## src/sv/stt_pkg.sv

```systemverilog
package stt_pkg;

	typedef enum logic [3:0] {
		SM_IDLE,
		SM_IDENT,
		SM_STRING,
		SM_ESC,
		SM_ZERO,
		SM_HEX,
		SM_DEC,
		SM_COMMENT,
		SM_PEND
	} mode_t;

	localparam logic [5:0] K_END     = 6'd0;
	localparam logic [5:0] K_ILLEGAL = 6'd1;
	localparam logic [5:0] K_IDENT   = 6'd2;
	localparam logic [5:0] K_STRING  = 6'd3;
	localparam logic [5:0] K_NUMBER  = 6'd4;
	localparam logic [5:0] K_KW_BASE = 6'd5;
	localparam logic [5:0] K_AT      = 6'd17;
	localparam logic [5:0] K_COMMA   = 6'd18;
	localparam logic [5:0] K_ASSIGN  = 6'd19;
	localparam logic [5:0] K_EQ      = 6'd20;
	localparam logic [5:0] K_OR      = 6'd21;
	localparam logic [5:0] K_OROR    = 6'd22;
	localparam logic [5:0] K_AND     = 6'd23;
	localparam logic [5:0] K_ANDAND  = 6'd24;
	localparam logic [5:0] K_LT      = 6'd25;
	localparam logic [5:0] K_LE      = 6'd26;
	localparam logic [5:0] K_GT      = 6'd27;
	localparam logic [5:0] K_GE      = 6'd28;
	localparam logic [5:0] K_DOT     = 6'd29;
	localparam logic [5:0] K_DOTDOT  = 6'd30;
	localparam logic [5:0] K_LBRACE  = 6'd31;
	localparam logic [5:0] K_RBRACE  = 6'd32;
	localparam logic [5:0] K_LBRACK  = 6'd33;
	localparam logic [5:0] K_RBRACK  = 6'd34;
	localparam logic [5:0] K_LPAREN  = 6'd35;
	localparam logic [5:0] K_RPAREN  = 6'd36;
	localparam logic [5:0] K_PLUS    = 6'd37;
	localparam logic [5:0] K_MINUS   = 6'd38;
	localparam logic [5:0] K_STAR    = 6'd39;
	localparam logic [5:0] K_SLASH   = 6'd40;
	localparam logic [5:0] K_CARET   = 6'd41;
	localparam logic [5:0] K_PERCENT = 6'd42;
	localparam logic [5:0] K_COLON   = 6'd43;
	localparam logic [5:0] K_QUEST   = 6'd44;
	localparam logic [5:0] K_BANG    = 6'd45;
	localparam logic [5:0] K_NE      = 6'd46;

	localparam int NUM_KW = 12;
	localparam logic [47:0] KW_TEXT [NUM_KW] = '{
		48'h737472756374, 48'h72657475726E, 48'h666E, 48'h6966,
		48'h656C7365, 48'h666F72, 48'h74797065, 48'h63617374,
		48'h636F6E7374, 48'h726566, 48'h656E756D, 48'h7573696E67
	};
	localparam logic [2:0] KW_LEN [NUM_KW] = '{
		3'd6, 3'd6, 3'd2, 3'd2, 3'd4, 3'd3, 3'd4, 3'd4, 3'd5, 3'd3, 3'd4, 3'd5
	};

	// widest field widths; the top level trims to its parameters
	typedef struct packed {
		logic [5:0]  kind;
		logic [31:0] line;
		logic [31:0] column;
		logic        first;
		logic [39:0] offset;
		logic [31:0] length;
		logic [63:0] value;
		logic        is_bin;
		logic [2:0]  prec;
		logic        last;
	} token_t;

	function automatic logic is_digit(input logic [7:0] c);
		return c >= "0" && c <= "9";
	endfunction

	function automatic logic is_alpha(input logic [7:0] c);
		return (c >= "a" && c <= "z") || (c >= "A" && c <= "Z");
	endfunction

	function automatic logic is_word(input logic [7:0] c);
		return is_alpha(c) || is_digit(c) || c == "_";
	endfunction

	function automatic logic is_space(input logic [7:0] c);
		return c == " " || (c >= 8'd9 && c <= 8'd13);
	endfunction

	// bit 4 flags a hex digit
	function automatic logic [4:0] hex_digit(input logic [7:0] c);
		logic [4:0] r;
		r = 5'd0;
		if (is_digit(c)) r = {1'b1, 4'(c - "0")};
		else if (c >= "a" && c <= "f") r = {1'b1, 4'(c - "a" + 8'd10)};
		else if (c >= "A" && c <= "F") r = {1'b1, 4'(c - "A" + 8'd10)};
		return r;
	endfunction

	function automatic logic [2:0] prec_of(input logic [5:0] k);
		logic [2:0] r;
		case (k)
			K_OROR: r = 3'd1;
			K_ANDAND: r = 3'd2;
			K_EQ, K_LT, K_LE, K_GT, K_GE, K_NE: r = 3'd3;
			K_PLUS, K_MINUS, K_AND, K_OR: r = 3'd4;
			K_STAR, K_SLASH, K_PERCENT: r = 3'd5;
			default: r = 3'd0;
		endcase
		return r;
	endfunction

	function automatic logic [5:0] single_kind(input logic [7:0] c);
		logic [5:0] r;
		case (c)
			"@": r = K_AT;
			",": r = K_COMMA;
			"{": r = K_LBRACE;
			"}": r = K_RBRACE;
			"[": r = K_LBRACK;
			"]": r = K_RBRACK;
			"(": r = K_LPAREN;
			")": r = K_RPAREN;
			"+": r = K_PLUS;
			"-": r = K_MINUS;
			"*": r = K_STAR;
			"^": r = K_CARET;
			"%": r = K_PERCENT;
			":": r = K_COLON;
			"?": r = K_QUEST;
			default: r = K_ILLEGAL;
		endcase
		return r;
	endfunction

	function automatic logic [5:0] lone_kind(input logic [7:0] p);
		logic [5:0] r;
		case (p)
			"=": r = K_ASSIGN;
			"|": r = K_OR;
			"&": r = K_AND;
			"<": r = K_LT;
			">": r = K_GT;
			".": r = K_DOT;
			"/": r = K_SLASH;
			default: r = K_BANG;
		endcase
		return r;
	endfunction

	// K_END means no pair
	function automatic logic [5:0] pair_kind(input logic [7:0] p, input logic [7:0] c);
		logic [5:0] r;
		r = K_END;
		if (p == "=" && c == "=") r = K_EQ;
		else if (p == "|" && c == "|") r = K_OROR;
		else if (p == "&" && c == "&") r = K_ANDAND;
		else if (p == "<" && c == "=") r = K_LE;
		else if (p == ">" && c == "=") r = K_GE;
		else if (p == "." && c == ".") r = K_DOTDOT;
		else if (p == "!" && c == "=") r = K_NE;
		return r;
	endfunction

endpackage

```

## src/sv/stt_scan.sv

```systemverilog
module stt_scan #(
	parameter int LINE_BITS   = 20,
	parameter int COLUMN_BITS = 16,
	parameter int OFFSET_BITS = 24,
	parameter int LENGTH_BITS = 16
) (
	input  logic                clk,
	input  logic                arst_n,
	input  logic                take,
	input  logic [7:0]          text_byte,
	output stt_pkg::token_t     tok0,
	output stt_pkg::token_t     tok1,
	output logic [1:0]          tok_count
);

	localparam logic [LINE_BITS-1:0]   LINE_MAX   = '1;
	localparam logic [COLUMN_BITS-1:0] COLUMN_MAX = '1;
	localparam logic [OFFSET_BITS-1:0] OFFSET_MAX = '1;
	localparam logic [LENGTH_BITS-1:0] LENGTH_MAX = '1;

	stt_pkg::mode_t           mode_q, mode_d;
	logic [7:0]               pend_q, pend_d;
	logic [47:0]              kw_q, kw_d;
	logic [LINE_BITS-1:0]     line_q, line_d, sline_q, sline_d;
	logic [COLUMN_BITS-1:0]   col_q, col_d, scol_q, scol_d;
	logic [OFFSET_BITS-1:0]   off_q, off_d, soff_q, soff_d;
	logic [LENGTH_BITS-1:0]   len_q, len_d;
	logic                     nls_q, nls_d;
	logic [63:0]              hex_q, hex_d;

	function automatic stt_pkg::token_t mk_tok(
		input logic [5:0] kind, input logic [63:0] val, input logic bin,
		input logic [LINE_BITS-1:0] sl, input logic [COLUMN_BITS-1:0] sc,
		input logic [OFFSET_BITS-1:0] so, input logic [LENGTH_BITS-1:0] ln,
		input logic nls);
		stt_pkg::token_t t;
		t.kind   = kind;
		t.line   = 32'((sl == LINE_MAX) ? sl : sl + 1'b1);
		t.column = 32'(sc);
		t.first  = nls || (kind == stt_pkg::K_RBRACE);
		t.offset = 40'(so);
		t.length = 32'(ln);
		t.value  = val;
		t.is_bin = bin;
		t.prec   = stt_pkg::prec_of(kind);
		t.last   = 1'b0;
		return t;
	endfunction

	always_comb begin
		stt_pkg::token_t t [2];
		logic [1:0] n;
		logic again, nl, ended;
		logic [5:0] k;
		logic [4:0] h;
		t[0] = '0;
		t[1] = '0;
		n = 2'd0;
		again = 1'b0;
		nl = 1'b0;
		ended = 1'b0;
		k = stt_pkg::K_END;
		h = 5'd0;
		mode_d = mode_q;
		pend_d = pend_q;
		kw_d = kw_q;
		line_d = line_q;
		col_d = col_q;
		off_d = off_q;
		sline_d = sline_q;
		scol_d = scol_q;
		soff_d = soff_q;
		len_d = len_q;
		nls_d = nls_q;
		hex_d = hex_q;
		for (int p = 0; p < 2; p++) begin
			if (p == 0 || again) begin
				again = 1'b0;
				case (mode_d)
					stt_pkg::SM_IDLE: begin
						if (text_byte == 8'd0) begin
							sline_d = line_q; scol_d = col_q; soff_d = off_q;
							len_d = '0;
							t[n[0]] = mk_tok(stt_pkg::K_END, 64'd0, 1'b0,
								sline_d, scol_d, soff_d, len_d, nls_d);
							nls_d = 1'b0; n = n + 2'd1;
							ended = 1'b1;
						end else if (stt_pkg::is_space(text_byte)) begin
							if (text_byte == 8'd10) begin
								nls_d = 1'b1;
								nl = 1'b1;
							end
						end else if (text_byte == "'") begin
							sline_d = line_q; scol_d = col_q;
							soff_d = (off_q == OFFSET_MAX) ? off_q : off_q + 1'b1;
							len_d = '0;
							mode_d = stt_pkg::SM_STRING;
						end else begin
							sline_d = line_q; scol_d = col_q; soff_d = off_q;
							len_d = LENGTH_BITS'(1);
							if (stt_pkg::is_alpha(text_byte) || text_byte == "_") begin
								kw_d = 48'(text_byte);
								mode_d = stt_pkg::SM_IDENT;
							end else if (text_byte == "0") begin
								mode_d = stt_pkg::SM_ZERO;
							end else if (stt_pkg::is_digit(text_byte)) begin
								mode_d = stt_pkg::SM_DEC;
							end else if (text_byte == "=" || text_byte == "|" ||
								text_byte == "&" || text_byte == "<" ||
								text_byte == ">" || text_byte == "!" ||
								text_byte == "." || text_byte == "/") begin
								pend_d = text_byte;
								mode_d = stt_pkg::SM_PEND;
							end else begin
								t[n[0]] = mk_tok(stt_pkg::single_kind(text_byte), 64'd0,
									1'b0, sline_d, scol_d, soff_d, len_d, nls_d);
								nls_d = 1'b0; n = n + 2'd1;
							end
						end
					end
					stt_pkg::SM_IDENT: begin
						if (stt_pkg::is_word(text_byte)) begin
							len_d = (len_d == LENGTH_MAX) ? len_d : len_d + 1'b1;
							kw_d = {kw_d[39:0], text_byte};
						end else begin
							k = stt_pkg::K_IDENT;
							for (int i = stt_pkg::NUM_KW - 1; i >= 0; i--) begin
								if (len_d == LENGTH_BITS'(stt_pkg::KW_LEN[i]) &&
									kw_d == stt_pkg::KW_TEXT[i])
									k = stt_pkg::K_KW_BASE + 6'(i);
							end
							t[n[0]] = mk_tok(k, 64'd0, 1'b0,
								sline_d, scol_d, soff_d, len_d, nls_d);
							nls_d = 1'b0; n = n + 2'd1;
							mode_d = stt_pkg::SM_IDLE; again = 1'b1;
						end
					end
					stt_pkg::SM_STRING: begin
						if (text_byte == "'") begin
							t[n[0]] = mk_tok(stt_pkg::K_STRING, 64'd0, 1'b0,
								sline_d, scol_d, soff_d, len_d, nls_d);
							nls_d = 1'b0; n = n + 2'd1;
							mode_d = stt_pkg::SM_IDLE;
						end else if (text_byte == 8'd0) begin
							t[n[0]] = mk_tok(stt_pkg::K_ILLEGAL, 64'd0, 1'b0,
								sline_d, scol_d, soff_d, len_d, nls_d);
							nls_d = 1'b0; n = n + 2'd1;
							mode_d = stt_pkg::SM_IDLE; again = 1'b1;
						end else begin
							len_d = (len_d == LENGTH_MAX) ? len_d : len_d + 1'b1;
							if (text_byte == "\\") mode_d = stt_pkg::SM_ESC;
						end
					end
					stt_pkg::SM_ESC: begin
						if (text_byte == "\\" || text_byte == "t" || text_byte == "'" ||
							text_byte == "n" || text_byte == "3") begin
							len_d = (len_d == LENGTH_MAX) ? len_d : len_d + 1'b1;
							mode_d = stt_pkg::SM_STRING;
						end else begin
							t[n[0]] = mk_tok(stt_pkg::K_ILLEGAL, 64'd0, 1'b0,
								sline_d, scol_d, soff_d, len_d, nls_d);
							nls_d = 1'b0; n = n + 2'd1;
							mode_d = stt_pkg::SM_IDLE; again = 1'b1;
						end
					end
					stt_pkg::SM_ZERO: begin
						if (text_byte == "x") begin
							len_d = (len_d == LENGTH_MAX) ? len_d : len_d + 1'b1;
							hex_d = 64'd0;
							mode_d = stt_pkg::SM_HEX;
						end else if (stt_pkg::is_digit(text_byte) || text_byte == ".") begin
							len_d = (len_d == LENGTH_MAX) ? len_d : len_d + 1'b1;
							mode_d = stt_pkg::SM_DEC;
						end else begin
							t[n[0]] = mk_tok(stt_pkg::K_NUMBER, 64'd0, 1'b0,
								sline_d, scol_d, soff_d, len_d, nls_d);
							nls_d = 1'b0; n = n + 2'd1;
							mode_d = stt_pkg::SM_IDLE; again = 1'b1;
						end
					end
					stt_pkg::SM_HEX: begin
						h = stt_pkg::hex_digit(text_byte);
						if (h[4]) begin
							len_d = (len_d == LENGTH_MAX) ? len_d : len_d + 1'b1;
							hex_d = (hex_d[63:60] != 4'd0) ? '1 : {hex_d[59:0], h[3:0]};
						end else begin
							t[n[0]] = mk_tok(stt_pkg::K_NUMBER, hex_d, 1'b1,
								sline_d, scol_d, soff_d, len_d, nls_d);
							nls_d = 1'b0; n = n + 2'd1;
							mode_d = stt_pkg::SM_IDLE; again = 1'b1;
						end
					end
					stt_pkg::SM_DEC: begin
						if (stt_pkg::is_digit(text_byte) || text_byte == ".") begin
							len_d = (len_d == LENGTH_MAX) ? len_d : len_d + 1'b1;
						end else begin
							t[n[0]] = mk_tok(stt_pkg::K_NUMBER, 64'd0, 1'b0,
								sline_d, scol_d, soff_d, len_d, nls_d);
							nls_d = 1'b0; n = n + 2'd1;
							mode_d = stt_pkg::SM_IDLE; again = 1'b1;
						end
					end
					stt_pkg::SM_COMMENT: begin
						if (text_byte == 8'd0 || text_byte == 8'd10 || text_byte == 8'd13) begin
							mode_d = stt_pkg::SM_IDLE; again = 1'b1;
						end
					end
					stt_pkg::SM_PEND: begin
						k = stt_pkg::pair_kind(pend_d, text_byte);
						if (pend_d == "/" && text_byte == "/") begin
							nls_d = 1'b0;
							mode_d = stt_pkg::SM_COMMENT;
						end else if (pend_d == "." && stt_pkg::is_digit(text_byte)) begin
							len_d = (len_d == LENGTH_MAX) ? len_d : len_d + 1'b1;
							mode_d = stt_pkg::SM_DEC;
						end else if (k != stt_pkg::K_END) begin
							len_d = (len_d == LENGTH_MAX) ? len_d : len_d + 1'b1;
							t[n[0]] = mk_tok(k, 64'd0, 1'b0,
								sline_d, scol_d, soff_d, len_d, nls_d);
							nls_d = 1'b0; n = n + 2'd1;
							mode_d = stt_pkg::SM_IDLE;
						end else begin
							t[n[0]] = mk_tok(stt_pkg::lone_kind(pend_d), 64'd0, 1'b0,
								sline_d, scol_d, soff_d, len_d, nls_d);
							nls_d = 1'b0; n = n + 2'd1;
							mode_d = stt_pkg::SM_IDLE; again = 1'b1;
						end
					end
					default: begin
						mode_d = stt_pkg::SM_IDLE; again = 1'b1;
					end
				endcase
			end
		end
		if (ended) begin
			line_d = '0; col_d = '0; off_d = '0;
			nls_d = 1'b0;
			mode_d = stt_pkg::SM_IDLE;
		end else if (nl) begin
			line_d = (line_q == LINE_MAX) ? line_q : line_q + 1'b1;
			col_d = '0;
			off_d = (off_q == OFFSET_MAX) ? off_q : off_q + 1'b1;
		end else begin
			col_d = (col_q == COLUMN_MAX) ? col_q : col_q + 1'b1;
			off_d = (off_q == OFFSET_MAX) ? off_q : off_q + 1'b1;
		end
		if (n == 2'd1) t[0].last = 1'b1;
		if (n == 2'd2) t[1].last = 1'b1;
		tok0 = t[0];
		tok1 = t[1];
		tok_count = n;
	end

	always_ff @(posedge clk or negedge arst_n) begin
		if (!arst_n) begin
			mode_q <= stt_pkg::SM_IDLE;
			pend_q <= '0;
			kw_q <= '0;
			line_q <= '0;
			col_q <= '0;
			off_q <= '0;
			sline_q <= '0;
			scol_q <= '0;
			soff_q <= '0;
			len_q <= '0;
			nls_q <= 1'b0;
			hex_q <= '0;
		end else if (take) begin
			mode_q <= mode_d;
			pend_q <= pend_d;
			kw_q <= kw_d;
			line_q <= line_d;
			col_q <= col_d;
			off_q <= off_d;
			sline_q <= sline_d;
			scol_q <= scol_d;
			soff_q <= soff_d;
			len_q <= len_d;
			nls_q <= nls_d;
			hex_q <= hex_d;
		end
	end

endmodule

```

## src/sv/source_text_tokenizer_core.sv

```systemverilog
// streaming tokenizer: one source byte per word on the text channel, where a 0 byte ends
// the text and resets line, column and offset for the next one; each byte gives zero, one
// or two tokens on the token channel, last marking the final token of a byte.
// a byte is scanned in the cycle it is taken and its tokens go into a four-deep token
// queue, so the block takes one byte every cycle while fewer than three tokens are queued;
// the queue drains one token per cycle while token_ready is high, pacing token-dense text.
// the user must write source_id via cfg_we/cfg_wdata only while idle; it is not enforced.
module source_text_tokenizer_core #(
	parameter int LINE_BITS   = 20,
	parameter int COLUMN_BITS = 16,
	parameter int OFFSET_BITS = 24,
	parameter int LENGTH_BITS = 16
) (
	input  logic                   clk,
	input  logic                   arst_n,
	input  logic                   cfg_we,
	input  logic [15:0]            cfg_wdata,
	input  logic                   text_valid,
	output logic                   text_ready,
	input  logic [7:0]             text_byte,
	output logic                   token_valid,
	input  logic                   token_ready,
	output logic [5:0]             token_kind,
	output logic [LINE_BITS-1:0]   token_line,
	output logic [COLUMN_BITS-1:0] token_column,
	output logic                   first_on_line,
	output logic [OFFSET_BITS-1:0] text_offset,
	output logic [LENGTH_BITS-1:0] text_length,
	output logic [63:0]            binary_value,
	output logic                   value_is_binary,
	output logic [2:0]             precedence,
	output logic [15:0]            source_number,
	output logic                   last
);

	logic [15:0]      source_id_q;
	stt_pkg::token_t  tok0, tok1, head;
	logic [1:0]       tok_count;
	stt_pkg::token_t  queue_q [4];
	logic [1:0]       wp_q, rp_q;
	logic [2:0]       cnt_q;
	logic             take, pop;

	// room for the two tokens a byte can make
	assign text_ready = (cnt_q <= 3'd2);
	assign take = text_valid && text_ready;
	assign token_valid = (cnt_q != 3'd0);
	assign pop = token_valid && token_ready;

	stt_scan #(
		.LINE_BITS(LINE_BITS),
		.COLUMN_BITS(COLUMN_BITS),
		.OFFSET_BITS(OFFSET_BITS),
		.LENGTH_BITS(LENGTH_BITS)
	) u_scan (
		.clk(clk),
		.arst_n(arst_n),
		.take(take),
		.text_byte(text_byte),
		.tok0(tok0),
		.tok1(tok1),
		.tok_count(tok_count)
	);

	always_ff @(posedge clk or negedge arst_n) begin
		if (!arst_n) begin
			source_id_q <= '0;
		end else if (cfg_we) begin
			source_id_q <= cfg_wdata;
		end
	end

	// token queue payload, no reset needed
	always_ff @(posedge clk) begin
		if (take && tok_count != 2'd0) queue_q[wp_q] <= tok0;
		if (take && tok_count == 2'd2) queue_q[wp_q + 2'd1] <= tok1;
	end

	always_ff @(posedge clk or negedge arst_n) begin
		if (!arst_n) begin
			wp_q <= '0;
			rp_q <= '0;
			cnt_q <= '0;
		end else begin
			if (take) wp_q <= wp_q + tok_count;
			if (pop) rp_q <= rp_q + 2'd1;
			cnt_q <= cnt_q + (take ? 3'(tok_count) : 3'd0) - (pop ? 3'd1 : 3'd0);
		end
	end

	assign head = queue_q[rp_q];
	assign token_kind = head.kind;
	assign token_line = head.line[LINE_BITS-1:0];
	assign token_column = head.column[COLUMN_BITS-1:0];
	assign first_on_line = head.first;
	assign text_offset = head.offset[OFFSET_BITS-1:0];
	assign text_length = head.length[LENGTH_BITS-1:0];
	assign binary_value = head.value;
	assign value_is_binary = head.is_bin;
	assign precedence = head.prec;
	assign source_number = source_id_q;
	assign last = head.last;

`ifndef SYNTH
	// queue never overfills
	a_cnt_bound: assert property (@(posedge clk) disable iff (!arst_n)
		cnt_q <= 3'd4) else $error("token queue overflow");

	// an end-of-text byte always yields a token
	a_end_token: assert property (@(posedge clk) disable iff (!arst_n)
		(take && text_byte == 8'd0) |=> token_valid)
		else $error("no token after end of text");

	// a non-final token always has its sibling queued behind it
	a_sibling: assert property (@(posedge clk) disable iff (!arst_n)
		(token_valid && !last) |-> (cnt_q >= 3'd2))
		else $error("first token of a pair queued alone");
`endif

endmodule
```

## config.mk

```make
export PLATFORM = sky130hd
export DESIGN_NAME = source_text_tokenizer_core
export DESIGN_NICKNAME = d
export VERILOG_FILES = /design/src/sv/stt_pkg.sv /design/src/sv/stt_scan.sv /design/src/sv/source_text_tokenizer_core.sv
export SDC_FILE = /design/constraint.sdc
export NUM_CORES = 2
export LEC_CHECK = 0
export BUFFER_PORTS_ARGS = -buffer_cell sky130_fd_sc_hd__buf_2
export CORE_MARGIN = 1.5
export CORE_UTILIZATION = 55
export CTS_BUF_LIST = sky130_fd_sc_hd__clkbuf_4 sky130_fd_sc_hd__clkbuf_8
export DETAILED_ROUTE_END_ITERATION = 10
export PLACE_DENSITY = 0.69
export SYNTH_ARGS = -nofsm -noshare
export SYNTH_HDL_FRONTEND = slang
export SYNTH_SLANG_ARGS = --single-unit
```

## constraint.sdc

```tcl
create_clock -name clk -period 46.3 [get_ports clk]
set_clock_uncertainty 0.15 [all_clocks]
set_input_delay 6.945 -clock clk [delete_from_list [all_inputs] [get_ports clk]]
set_output_delay 6.945 -clock clk [all_outputs]
set_load 0.01 [all_outputs]
```

After elaboration in Yosys (flattened, before gate mapping):

Memories as Yosys holds them, arrays and structs flattened.
Cells that the tools add are included.

* bits in registers: 284
* RAM bits: 848
* memory bits (read-only): 1536
* output and inout port bits: 170
* logic and storage cells: 684
* memories kept: 9

* add/subtract/negate cells: 19
* magnitude comparators: 13
* eq/ne operators: 119
* multiplexer cells: 415
* bitwise logic cells: 1
* reductions and logical operators: 92

Memory list
* queue_q: words 4, bits a word 212, rd ports 1, clocked after memory_dff 0, wr ports 2, RTL line source_text_tokenizer_core.sv:39 `stt_pkg::token_t queue_q [4];`
* (no name shown): words 64, bits a word 3, rd ports 1, clocked after memory_dff 0, wr ports 0, RTL line stt_pkg.sv:104 `case (k)`
* (no name shown): words 64, bits a word 3, rd ports 1, clocked after memory_dff 0, wr ports 0, RTL line stt_pkg.sv:104
* (no name shown): words 64, bits a word 3, rd ports 1, clocked after memory_dff 0, wr ports 0, RTL line stt_pkg.sv:104
* (no name shown): words 64, bits a word 3, rd ports 1, clocked after memory_dff 0, wr ports 0, RTL line stt_pkg.sv:104
* (no name shown): words 64, bits a word 3, rd ports 1, clocked after memory_dff 0, wr ports 0, RTL line stt_pkg.sv:104
* 3 more memories

Operators by type and width (number)
* $mux 424: 19
* $bwmux 424: 11
* $pmux 424 s8: 1
* $mux 212: 14
* $pmux 212 s8: 1
* $mux 16: 37
* $mux 48: 11
* $mux 64: 7
* $mux 209: 2
* $mux 207: 2
* $eq 48x31->1 const B: 8
* $eq 8x6->1 const B: 34
* $pmux 16 s8: 2
* $pmux 64 s2: 2
* $mux 6: 41
* $mux 24: 10
* $demux 212 s1: 1
* $mux 20: 10
* $eq 48x15->1 const B: 4
* $eq 48x23->1 const B: 4
* $eq 48x39->1 const B: 4
* $eq 48x47->1 const B: 4
* $pmux 48 s2: 2
* $mux 5: 30
* other kinds (58): 398

Logic depth before layout (Yosys ltp):

An unclocked memory read counts as a cell.

* word-level depth: 46
* gate-level depth with buffers: 26
* gate-level depth less buffers: 23

By module:

A second synthesis with hierarchy kept.

* cell total of the unflattened synthesis: 4212
* area total of the unflattened synthesis: 51328.0 µm²

By module, submodules not included
* source_text_tokenizer_core: times used 1, cells an instance 1557, area each 30384.1 µm²
* stt_scan: times used 1, cells an instance 2655, area each 20943.8 µm²

Worst setup path after synthesis:

Ideal clock, no wire load.

* path type: input -> register
* start: input text_byte[0]
* end: memory queue_q[1][0] in the netlist's numbering (enable)
* arrival time: 21.312 ns
* setup slack: 23.989 ns
* cell stages on the path: 20
* path buffers: 5
* path through: clkbuf_1 > inv_1 > ha_1 > buf_4 > or3b_4 > o31a_1 > a21oi_1 > clkbuf_1 > a31oi_1 > o211ai_1 > clkbuf_1 > ha_1 > a31oi_1 > o31ai_1 > nor2_1 > nor3_4 > mux2i_2 > clkbuf_1 > mux2i_1 > nor3_1

RTL lines
* start: declaration: RTL line source_text_tokenizer_core.sv:20 `input logic [7:0] text_byte,`
* end: declaration: RTL line source_text_tokenizer_core.sv:39

==> impl_results.md <==
- Final #Nets: 4,257
- Starting Density: 55.73%
- Port Buffers: 198
- Largest fanout on the critical path: 54
- CTS tree: done
- Die Ht: 291.7 um
- Setup Buffers After CTS: 0
- TritonCTS buffer count: 149
- Most frequent cell after synthesis: edfxtp_1
- Final period util: 29.45%
- GRT Resource Usage Total: 31.08%
- Post-cts hold buffer count: 0
- Met1 Resource Use GR: 44.85%
- GRT met2 Usage: 48.19%
- GR Util met3: 5.404%
- Cell count after synthesis: 4,097
- CORE AREA: 0.08224 mm^2
- Post-Syn Nets: 4,156
- Max Freq: 73.35 MHz
- Worst skew pair latency: 0.82 ns
- Startpoint types: input pin
- Share of the synthesized area in the top cell type: 39.84%
- Largest net degree at the start of global routing: 108
- Most used routing layer: met2
- Crit end category: flop
- Initial antenna violation count: 6
- # setup viols final: 0
- Placed cells: 5,117
- Worst Path Arrival: 13.90 ns
- Clock buffer depth: 3
- First DRT Iteration DRCs: 4,055
- Multi-input logic area: 0.01912 mm^2
- Vias in the first global route: 33.99k
- Remaining Overflow, GRT: 0
- Max Slew Vio Count: 0
- Layout cells sized above 1: 19.34%
- Dpl cell area: 0.04759 mm^2
- Minimum clock period: 13.63 ns
- Drc violations: 0
- Synth Warn #: 0
- Total Wirelength: 132,400 um
- Number of max-cap violations: 0
- Outcome: finished, final reports clean
- Final Hold Fails: 0
- Number of nets with antenna violations after detailed routing: 0
- Relative slew slack: 8.557%
- Post-synth EDFFs: 608
- First-pass GRT wire length: 204,500 um
- CTS clock-pin slew for the worst setup and hold paths: 0.06 ns
- Clock tree root driver cell: clkbuf_8
- Die width: 291.7 um
- Slew @ Worst Pin: 1.357 ns
- Gates resized, CTS repair: 0
- LEAKAGE: 19.38 nW
- Final non-filler cell area: 0.05078 mm^2
- IO Count: 199
- Avg Cell Area, Syn: 11.19 um^2
- Asr flop ratio synth: 31.84%
- Final Non-Filler Cells: 5,396
- Power per Cell Area: 54.12 mW/mm^2
- Clock sink count: 892
- Synth top area cells: edfxtp_1 (40%), dfrtp_1 (16%), mux4_2 (7.5%)
- Seq cells post-synth: 892
- Avg WL per Cell: 24.53 um
- CTS H-tree lvls: 4
- Rows: 105
- Register area: 0.02537 mm^2
- Synth cell types: 99
- Leading area contributor after synthesis: edfxtp_1
- Critical Setup Path Class: input pin to flop
- Routability congestion estimate: 0.9874
- Critical Path RT: 46.56 ns
- Part of the Yosys area used for sequential elements: 55.34%
- Placed wire-length estimate: 82,640 um
- R2r setup slk: 38.74 ns
- Hold Path Class: flop to flop
- DRT Pass-1 Iters: 6
- Filler cell count: 6,564
- Area Growth Syn to Fin: 10.81%
- Setup_tns: 0 ns
- Top cells by count, synth: edfxtp_1 (608), nand2_1 (560), nor2_1 (539), dfrtp_1 (284), o21ai_0 (248)
- Synth Flop Type: edfxtp_1
- Vias per cell: 6.430
- Unrepaired setup endpoints after global routing: false
- Peak supply drop: 0.00005094 V
- Synth Cell Area: 0.04583 mm^2
- Die area: 0.08507 mm^2
- Vias: 34.70k
[worst max-delay path, cell delays in order]
cell      delay (ns)
buf_2           0.18
inv_1           0.11
ha_1            0.57
nand3_1         0.24
nor3_1          0.46
and4b_1         0.30
inv_1           0.07
nand2b_1        0.14
inv_1           0.06
ha_1            0.24
a21boi_0        0.15
nor4bb_1        0.21
buf_4           0.19
a221oi_1        0.59
nand2_1         0.60
mux2i_2         0.30
buf_4           0.28
inv_1           0.19
o21ai_0         0.16
a21oi_4         0.60
buf_4           0.52
buf_4           0.75
[path summary, 6_finish.rpt]
path,start,end,depth (start not counted)
worst min register to register,u_scan.scol_q[5],u_scan.scol_q[5],2
worst min-delay path,u_scan.scol_q[5],u_scan.scol_q[5],2
worst max register to register,u_scan.pend_q[4],queue_q[2][211],19
worst max-delay path,text_byte[1],queue_q[2][211],22
min in group asynchronous,arst_n,source_number[13],1
max in group asynchronous,arst_n,u_scan.col_q[11],3
[area by class of cell]
cell class	count	share of cell area [%]
Sequential cell	892	49.96
Multi-Input combinational cell	2835	37.65
Clock buffer	231	5.558
Timing Repair Buffer	277	3.139
Tap cell	1070	2.636
Clock inverter	45	0.7219
Inverter	43	0.3178
Antenna cell	3	0.01478
[placed cells by master (no fill, tap or decap), types with 41 or more instances in the layout]
cell,instances
a21oi_1,184
a22o_1,69
a22oi_1,47
buf_2,197
buf_4,79
clkbuf_4,57
clkbuf_8,174
dfrtp_1,282
edfxtp_1,608
inv_1,41
mux2_2,72
mux2i_1,98
mux4_2,152
nand2_1,557
nand3_1,114
nor2_1,537
nor3_1,74
o21ai_0,248
o2bb2ai_1,74
o31ai_1,41
[routing by layer]
metal  vias up  routed length, um  part of all wire (%)
li1      15470                  -                     -
met1     17230              55640                    42
met2      1754              61740                    47
met3       230              11620                   8.8
met4         4               3350                   2.5
met5         -                 30                 0.023
[report_power, final]
part | switching [mW] | leakage, nW | internal [mW] | total (mW)
Sequential | 0.0827 | 9.30 | 0.978 | 1.06
Clock | 0.336 | 1.69 | 0.405 | 0.741
Combinational | 0.617 | 8.39 | 0.330 | 0.947
Total | 1.04 | 19.4 | 1.71 | 2.75
[kinds of logic after synthesis]
family,count (synthesis),synth area share [%]
adder cells (fa/ha/maj),30,0.8354
AND/OR/NAND/NOR,1554,15.26
AO/OA/AOI/OAI,872,12.64
XOR/XNOR,53,1.013
flip-flops,892,55.34
multiplexers,326,11.53
buffers and inverters,370,3.377
[state kept, by name, summed over array words and instances (netlist names), 3 cells and up]
register        cells
u_scan.off_q       24
cnt_q               3
u_scan.kw_q        48
u_scan.len_q       16
u_scan.hex_q       64
u_scan.scol_q      16
u_scan.sline_q     20
u_scan.soff_q      24
queue_q           608
u_scan.line_q      20
source_number      16
u_scan.pend_q       8
u_scan.mode_q       4
u_scan.col_q       16
[metrics by stage]
stage / utilization, % / power (mW) / setup WS [ns] / hold slack, ns
2_1_floorplan: - / 1.662 / 23.99 / 0.2961
3_3_place_gp: 57.86 / 2.004 / 32.23 / 0.3080
3_5_place_dp: 57.86 / 2.013 / 32.06 / 0.3132
4_1_cts: 61.74 / 2.752 / 32.87 / 0.3282
5_1_grt: 61.75 / 2.860 / 32.29 / 0.3461
6_report: 61.75 / 2.748 / 32.67 / 0.3278
No activity file was read; power rests on OpenSTA's default activity.
